**src/rtl/clnw_pkg.sv**
```systemverilog
package clnw_pkg;

    // Operation codes carried in the mode field of an input item.
    typedef enum logic [1:0] {
        MODE_CHAR      = 2'd0,
        MODE_SET_POS   = 2'd1,
        MODE_COMMAND   = 2'd2,
        MODE_BACKLIGHT = 2'd3
    } t_mode;

    // Configuration register indexes.
    localparam logic CFG_LAST_COLUMN = 1'b0;
    localparam logic CFG_LAST_LINE   = 1'b1;

    localparam logic [5:0] LAST_COLUMN_RESET = 6'd15;
    localparam logic [1:0] LAST_LINE_RESET   = 2'd1;

    localparam logic [7:0] CMD_CLEAR = 8'h01;
    localparam logic [7:0] CMD_HOME  = 8'h02;
    localparam logic [7:0] DDRAM_CMD = 8'h80;

    // Byte index of the final byte for one send and for two sends.
    localparam logic [2:0] END_ONE_SEND  = 3'd3;
    localparam logic [2:0] END_TWO_SENDS = 3'd7;

    // DDRAM base address of each display line.
    function automatic logic [6:0] line_base(input logic [1:0] ln);
        logic [6:0] base;
        case (ln)
            2'd0:    base = 7'h00;
            2'd1:    base = 7'h40;
            2'd2:    base = 7'h14;
            default: base = 7'h54;
        endcase
        return base;
    endfunction

    // Set-DDRAM-address command for a column and line; the address wraps at 7 bits.
    function automatic logic [7:0] ddram_command(input logic [5:0] col, input logic [1:0] ln);
        logic [6:0] addr;
        addr = line_base(ln) + {1'b0, col};
        return DDRAM_CMD | {1'b0, addr};
    endfunction

    // Output job built from one input item.
    typedef struct packed {
        logic       emit;      // item produces bytes
        logic       single;    // one backlight-only byte
        logic [2:0] end_idx;   // index of the final byte
        logic [7:0] val0;      // first byte to send
        logic       rs0;       // register select of the first send
        logic [7:0] val1;      // second byte to send (always a command)
        logic       bl;        // backlight bit for every byte of the job
    } t_job;

    // Cursor and backlight state.
    typedef struct packed {
        logic [5:0] col;
        logic [1:0] ln;
        logic       bl;
    } t_cursor;

endpackage

```
**src/rtl/char_lcd_i2c_nibble_writer.sv**
```systemverilog
// Latency: the first bus byte of an item is offered in the cycle after the item is accepted.
// Throughput: one bus byte per cycle while i_m_tready is high; an item produces 1, 4 or 8
// bytes, and the next item is taken in the cycle its final byte leaves.
// A set-position item that is out of range produces nothing.
// Reset (synchronous, active low) clears the cursor, turns the backlight on and loads
// last_column = 15, last_line = 1.
module char_lcd_i2c_nibble_writer (
    input  logic        i_clk,
    input  logic        i_rst_n,
    // Input items.
    input  logic        i_s_tvalid,
    output logic        o_s_tready,
    input  logic [23:0] i_s_tdata,   // mode[1:0], data_byte[9:2], column[15:10], line[17:16]
    // Result items.
    output logic        o_m_tvalid,
    input  logic        i_m_tready,
    output logic [7:0]  o_m_tdata,   // bus_byte[7:0]
    output logic        o_m_tlast,
    // Configuration writes.
    input  logic        i_cfg_valid,
    output logic        o_cfg_ready,
    input  logic        i_cfg_addr,
    input  logic [7:0]  i_cfg_data
);
    import clnw_pkg::*;

    logic [5:0] r_last_column, n_last_column;
    logic [1:0] r_last_line, n_last_line;
    t_cursor    r_cur, n_cur, dec_cur;
    t_job       r_job, n_job, dec_job;
    logic       r_busy, n_busy;
    logic [2:0] r_idx, n_idx;

    logic       s_accept;
    logic       m_accept;
    logic       at_end;
    logic [7:0] send_val;
    logic       send_rs;
    logic [3:0] nibble;

    clnw_decode u_decode (
        .i_mode        (i_s_tdata[1:0]),
        .i_data_byte   (i_s_tdata[9:2]),
        .i_column      (i_s_tdata[15:10]),
        .i_line        (i_s_tdata[17:16]),
        .i_last_column (r_last_column),
        .i_last_line   (r_last_line),
        .i_cur         (r_cur),
        .o_cur         (dec_cur),
        .o_job         (dec_job)
    );

    // Handshakes: a new item enters when idle or when the job drains its final byte.
    assign at_end     = (r_idx == r_job.end_idx);
    assign m_accept   = o_m_tvalid && i_m_tready;
    assign o_s_tready = !r_busy || (m_accept && at_end);
    assign s_accept   = i_s_tvalid && o_s_tready;
    assign o_cfg_ready = 1'b1;

    // Byte generator: high nibble then low nibble, enable high then low.
    assign send_val = r_idx[2] ? r_job.val1 : r_job.val0;
    assign send_rs  = r_idx[2] ? 1'b0 : r_job.rs0;
    assign nibble   = r_idx[1] ? send_val[3:0] : send_val[7:4];

    always_comb begin
        o_m_tvalid = r_busy;
        o_m_tlast  = at_end;
        if (r_job.single) begin
            o_m_tdata = {4'd0, r_job.bl, 3'd0};
        end else begin
            o_m_tdata = {nibble, r_job.bl, !r_idx[0], 1'b0, send_rs};
        end
    end

    // Next state of the job, cursor and configuration.
    always_comb begin
        n_last_column = r_last_column;
        n_last_line   = r_last_line;
        n_cur         = r_cur;
        n_job         = r_job;
        n_busy        = r_busy;
        n_idx         = r_idx;
        if (i_cfg_valid) begin
            if (i_cfg_addr == CFG_LAST_COLUMN) begin
                n_last_column = i_cfg_data[5:0];
            end else begin
                n_last_line = i_cfg_data[1:0];
            end
        end
        if (m_accept) begin
            n_idx = r_idx + 3'd1;
            if (at_end) begin
                n_busy = 1'b0;
            end
        end
        if (s_accept) begin
            n_cur  = dec_cur;
            n_job  = dec_job;
            n_busy = dec_job.emit;
            n_idx  = 3'd0;
        end
    end

    always_ff @(posedge i_clk) begin
        if (!i_rst_n) begin
            r_last_column <= LAST_COLUMN_RESET;
            r_last_line   <= LAST_LINE_RESET;
            r_cur         <= '{col: 6'd0, ln: 2'd0, bl: 1'b1};
            r_busy        <= 1'b0;
            r_idx         <= 3'd0;
        end else begin
            r_last_column <= n_last_column;
            r_last_line   <= n_last_line;
            r_cur         <= n_cur;
            r_busy        <= n_busy;
            r_idx         <= n_idx;
        end
    end

    // Job payload needs no reset.
    always_ff @(posedge i_clk) begin
        r_job <= n_job;
    end

endmodule

```
**src/rtl/clnw_decode.sv**
```systemverilog
module clnw_decode (
    input  logic [1:0]       i_mode,
    input  logic [7:0]       i_data_byte,
    input  logic [5:0]       i_column,
    input  logic [1:0]       i_line,
    input  logic [5:0]       i_last_column,
    input  logic [1:0]       i_last_line,
    input  clnw_pkg::t_cursor i_cur,
    output clnw_pkg::t_cursor o_cur,
    output clnw_pkg::t_job    o_job
);
    import clnw_pkg::*;

    logic       wrap;
    logic [1:0] wrap_line;

    // Cursor wrap after a character in the last column.
    assign wrap      = (i_cur.col >= i_last_column);
    assign wrap_line = (i_cur.ln >= i_last_line) ? 2'd0 : i_cur.ln + 2'd1;

    // Build the job and the next cursor for each operation.
    always_comb begin
        o_cur          = i_cur;
        o_job.emit     = 1'b1;
        o_job.single   = 1'b0;
        o_job.end_idx  = END_ONE_SEND;
        o_job.val0     = i_data_byte;
        o_job.rs0      = 1'b0;
        o_job.val1     = ddram_command(6'd0, wrap_line);
        o_job.bl       = i_cur.bl;
        case (t_mode'(i_mode))
            MODE_CHAR: begin
                o_job.rs0 = 1'b1;
                if (wrap) begin
                    o_job.end_idx = END_TWO_SENDS;
                    o_cur.col     = 6'd0;
                    o_cur.ln      = wrap_line;
                end else begin
                    o_cur.col = i_cur.col + 6'd1;
                end
            end
            MODE_SET_POS: begin
                o_job.val0 = ddram_command(i_column, i_line);
                if (i_column > i_last_column || i_line > i_last_line) begin
                    o_job.emit = 1'b0;
                end else begin
                    o_cur.col = i_column;
                    o_cur.ln  = i_line;
                end
            end
            MODE_COMMAND: begin
                if (i_data_byte == CMD_CLEAR || i_data_byte == CMD_HOME) begin
                    o_cur.col = 6'd0;
                    o_cur.ln  = 2'd0;
                end
            end
            default: begin
                o_cur.bl      = i_data_byte[0];
                o_job.bl      = i_data_byte[0];
                o_job.single  = 1'b1;
                o_job.end_idx = 3'd0;
            end
        endcase
    end

endmodule

```
**config.mk**
```make
export PLATFORM = sky130hd
export DESIGN_NAME = char_lcd_i2c_nibble_writer
export DESIGN_NICKNAME = d
export VERILOG_FILES = /design/src/rtl/clnw_pkg.sv /design/src/rtl/char_lcd_i2c_nibble_writer.sv /design/src/rtl/clnw_decode.sv
export SDC_FILE = /design/constraint.sdc
export NUM_CORES = 1
export LEC_CHECK = 0
export BUFFER_PORTS_ARGS = -buffer_cell sky130_fd_sc_hd__buf_2
export CORE_MARGIN = 8
export CORE_UTILIZATION = 45
export CTS_CLUSTER_SIZE = 30
export DETAILED_ROUTE_END_ITERATION = 10
export PLACE_DENSITY = 0.68
export SYNTH_ARGS = -nofsm -noshare
export SYNTH_HDL_FRONTEND = slang
export SYNTH_SLANG_ARGS = --single-unit
```
**constraint.sdc**
```tcl
create_clock -name i_clk -period 4.55 [get_ports i_clk]
set_input_delay 1.365 -clock i_clk [delete_from_list [all_inputs] [get_ports i_clk]]
set_output_delay 1.365 -clock i_clk [all_outputs]
set_load 0.02 [all_outputs]
```
# [Yosys cells after proc, flatten, opt, wreduce, memory -nomap -nowiden]
# Index checks and enable logic that the tools add are counted.
[classes] n_eq_ne=12 n_bitwise=2 magnitude_cmp=4 addsub=4 muxes=24 reduce_logical=22
[op_table] op="$pmux W7 S3" n=2
[op_table] op="$mux W8" n=4
[op_table] op="$pmux W8 S3" n=1
[op_table] op="$mux W7" n=2
[op_table] op="$mux W1" n=9
[op_table] op="$eq A8 B1 Y1 const B" n=1
[op_table] op="$eq A8 B2 Y1 const B" n=1
[op_table] op="$add A7 B6 Y7" n=1
[op_table] op="$add A6 B1 Y6 const B" n=1
[op_table] op="$eq A2 B1 Y1 const B" n=3
[op_table] op="$eq A2 B2 Y1 const B" n=3
[op_table] op="$ge A6 B6 Y1" n=1
[op_table] op="$gt A6 B6 Y1" n=1
[op_table] op="$logic_not A2 Y1" n=3
[op_table] op="$mux W6" n=1
[op_table] op="$pmux W3 S2" n=1
[op_table] op="$reduce_and A2 Y1" n=3
[op_table] op="$reduce_and A5 Y1" n=1
[op_table] op="$mux W2" n=2
[op_table] op="$mux W4" n=1
[op_table] op="$ne A2 B1 Y1 const B" n=2
[op_table] op="$reduce_and A4 Y1" n=1
[op_table] op="$reduce_bool A2 Y1" n=2
[op_table] op="$reduce_or A2 Y1" n=2
[op_table] op="other kinds (13)" n=19
[totals] regBits=42 input_bits=38

# [Depth between registers and ports, before layout]
[depth] ltp_word=6 depth_mapped=9

# [Cells and area by module]
# From an unflattened synthesis, not the netlist that was laid out.
[unflattened] cells_unflattened=285 hier_area_um2=2710.1
[by_module_without_submodules] module="char_lcd_i2c_nibble_writer" n_inst=1 cells_each=139 area_each_um2=1720.4 seq_area_each_um2=1081.0
[by_module_without_submodules] module="clnw_decode" n_inst=1 cells_each=146 area_each_um2=989.7 seq_area_each_um2=0.0

# [Worst setup path before layout]
# OpenSTA, ideal clock, no wires.
[synth_timing] path_kind="input -> output" start="input i_m_tready" end="output o_s_tready" path_slack_ns=1.519 cell_stages=2 t_required_ns=3.185 arrival_ns=1.666 path_cell_list="nand2_1 o21ai_4"
[synth_between] elab_chain_cells=3
[synth_rtl] item="from (decl)" line_no="char_lcd_i2c_nibble_writer.sv:16" source="input logic i_m_tready,"
[synth_rtl] item="$logic_and A1 B1 Y1" line_no="char_lcd_i2c_nibble_writer.sv:55" source="assign m_accept = o_m_tvalid && i_m_tready;"
[synth_rtl] item="$logic_and A1 B1 Y1" line_no="char_lcd_i2c_nibble_writer.sv:56" source="assign o_s_tready = !r_busy || (m_accept && at_end);"
[synth_rtl] item="$logic_or A1 B1 Y1" line_no="char_lcd_i2c_nibble_writer.sv:56"
[synth_rtl] item="to (decl)" line_no="char_lcd_i2c_nibble_writer.sv:12" source="output logic o_s_tready,"
# No other way between the ends.

# [Worst setup path after layout]
# Same ends and word-level chain as after synthesis.

==> flow_summary.toml <==
[run_status]
status = "finished clean"

[place]
place.gp.congestion = 0.860
dpl.hpwl_mm = 4.07
numPortBuffers = 39
dp_slack_ns = 1.21
placed_cell_area_sq_um = 2550
dpl.cell_count = 341

[yosys]
synth_top_area_share_pct = 19.3
synth-seq-cells = 36
seq_area_frac_synth_pct = 37.4
syn_nets = 306
ys_top_cells_by_count = "25 x ha_1, 24 x nand2_1, 21 x dfxtp_1, 19 x a21oi_1, 19 x inv_1"
syn_area_sq_um = 2330
synth_area_leaders = "edfxtp_1 19%, dfxtp_1 18%, ha_1 13%"
synth_edf_count = 15
yosys.cell_types.count = 52
synth_flop_cell = "dfxtp_1"
synth.most_common_cell = "ha_1"
syn_inst = 243
synth_top_cell_by_area = "edfxtp_1"
synthArstFlopShare_pct = 0
synth_area_per_cell_sq_um = 9.59
yosys_warnings = 0

[die]
start_util_pct = 46.2
core_area_sq_um = 5040
die_h_microns = 88.0
die-area_sq_um = 7740
io_pins = 50
die_w_microns = 88.0
row_count = 26

[drt]
route.met3.wl_microns = 394
avgViaCountPerCell = 5.40
drt_iter0_markers = 86
wl_per_cell_microns = 15.0
dr_total_vias = 1885
routed.top_layer = "met4"
totalWireLength_mm = 5.25
wl_met1_mm = 2.47
drt_pass1_iterations = 4
detail-route-antenna-nets = 0
wl_met2_mm = 2.31
drc_errors = 0

[sta]
finClkSkew_ns = 0.00699
maxSlewHeadroom_pct = 64.2
fin_tns_setup_ns = 0
post-route-period-util_pct = 73.1
rsz0062_at_grt = "false"
final_max_slew_viol_count = 0
setup_ws_ns = 1.22
fin_crit_ns = 3.33
final_hold_viol_count = 0
worstMarginPinSlew_ns = 0.536
fmax_mhz = 301
final-setup-viol-count = 0

[pwr]
p_leak_uw = 0.00111
power_per_cell_area_nw_per_um2 = 307
vdd_ir_drop_max_v = 0.000176
report.power.total_uw = 814

[cts]
cts_buffers = 5
cts-resized-gates = 0
root_buffer = "clkbuf_8"
htreeDepth = 2
post_cts_buffers = 0
ctsHoldBuffers = 0
clk_latency_ns = 0.29
cts_tree = "yes"
cts.sinks = 36
path_clk_slew_ns = 0.08
cts_buffer_depth = 2

[critical_path]
rr_worst_depth = 8
crit_buf_inv = 2
start_kind = "input port"
worstPathMaxFanout = 4
cp_common_cell = "buf_2"
endpoint_kind = "output pin"
ff2ff_setup_slack_ns = 2.33
cp_top_family = "buffers and inverters"
path_class = "input port to output pin"
crit_slowest_cell = "o21ai_4"
worstPathRequired_ns = 3.18
cp.depth = 4
r2r_end = "r_cur[6]"
slowest_delay_ns = 0.20
crit-reg2reg-launch = "r_last_line[1]"
arrival_ns = 1.96
path_cells = "buf_2 > nand2_1 > o21ai_4 > buf_2"

[min_path]
holdPathEnd = "r_last_column[4]"
whs_path_depth = 2
hp-start = "r_last_column[4]"
hp-class = "flop to flop"

[grt]
grt_max_degree = 24
grt_usage_pct = 14.3
grt_pass1_vias = 1785
gr-total-overflow = 0
grt_pass1_wl_mm = 8.65
antenna_found_initial = 0

[cells_and_area]
final_nets = 341
n_fill_cell = 460
multiInputGateArea_sq_um = 1310
fin_cells = 349
seqCellArea_sq_um = 871
n_antenna_cell = 0
stdcell_area_sq_um = 2650
drive_gt1_share_pct = 23.7
area_delta_synth_final_pct = 13.8

[run]
maxCapViolCount = 0
worst max-delay path by stage:
stage	start	end	slack (ns)
2_1_floorplan	i_m_tready	o_s_tready	1.52
3_3_place_gp	i_m_tready	o_s_tready	1.24
5_1_grt	i_m_tready	o_s_tready	1.20
3_5_place_dp	i_s_tdata[17]	r_cur[6]	1.21
6_report	i_m_tready	o_s_tready	1.22
4_1_cts	i_m_tready	o_s_tready	1.23
area by class of cell:
cell class                 count  share of cell area [%]
multi-input combinational    176                    49.5
sequential                    36                    32.8
clock buffer                   6                    2.73
inverter                      20                    3.02
clock inverter                 2                    1.32
timing repair buffer          39                    7.36
tap                           70                    3.30
worst reg2reg max path, stage by stage (launching register included):
cell	delay, ns
dfxtp_1	0.34
inv_1	0.07
ha_1	0.28
nor2b_1	0.13
o21ai_1	0.22
nand4_1	0.27
a31o_2	0.38
a2111oi_0	0.33
nor3_1	0.08
layout by cell type, fill, tap and decap left out, drive strengths merged, types with 2 or more instances in the layout:
cell / Yosys / routed
xor2: 3 / 3
a211oi: 3 / 3
o211ai: 6 / 6
a311oi: 2 / 2
edfxtp: 15 / 15
nor4: 2 / 2
o41ai: 3 / 3
nor2: 13 / 13
nand2b: 3 / 3
clkbuf: 6 / 6
o21ai: 6 / 6
ha: 25 / 25
nand2: 25 / 25
clkinv: 1 / 2
a22oi: 2 / 2
a21oi: 19 / 19
nand3: 10 / 10
a2111oi: 3 / 3
nor2b: 6 / 6
buf: 5 / 39
inv: 19 / 19
and3: 2 / 2
dfxtp: 21 / 21
conb: 2 / 2
xnor2: 6 / 6
nand4: 2 / 2
mux2: 6 / 6
a31oi: 5 / 5
mux2i: 3 / 3
nor3: 7 / 7
layer usage:
layer  up-vias  track usage (%)
met4         0             4.22
met1       866             18.4
met5         -                0
met2        64             22.6
li1        948                -
met3         7             4.13
kinds of logic after synthesis:
| family | count (synthesis) | synth area share, % |
|---|---|---|
| XOR/XNOR | 9 | 3.70 |
| adder cells (fa/ha/maj) | 25 | 13.4 |
| AO/OA/AOI/OAI | 56 | 18.0 |
| buffers and inverters | 31 | 6.33 |
| flip-flops | 36 | 37.4 |
| other | 2 | 0.322 |
| multiplexers | 10 | 5.15 |
| AND/OR/NAND/NOR | 74 | 15.7 |
registers in the layout, indices dropped and copies added (netlist names):
signal         flops
r_cur              9
r_idx              3
o_m_tvalid         1
r_last_line        2
r_job             15
r_last_column      6
where the power goes:
part	leakage (uW)	switching, uW	internal [uW]
Sequential	0.000315	14.0	359
Combinational	0.000744	96.0	64.4
Clock	0.0000552	117	163
Total	0.00111	227	587
metrics by stage:
step / util, % / hold slack [ns]
2_1_floorplan: - / 0.436
3_3_place_gp: 50.5 / 0.443
3_5_place_dp: 50.5 / 0.448
4_1_cts: 52.6 / 0.457
5_1_grt: 52.6 / 0.475
6_report: 52.6 / 0.456
(Power assumes the default switching activity.)
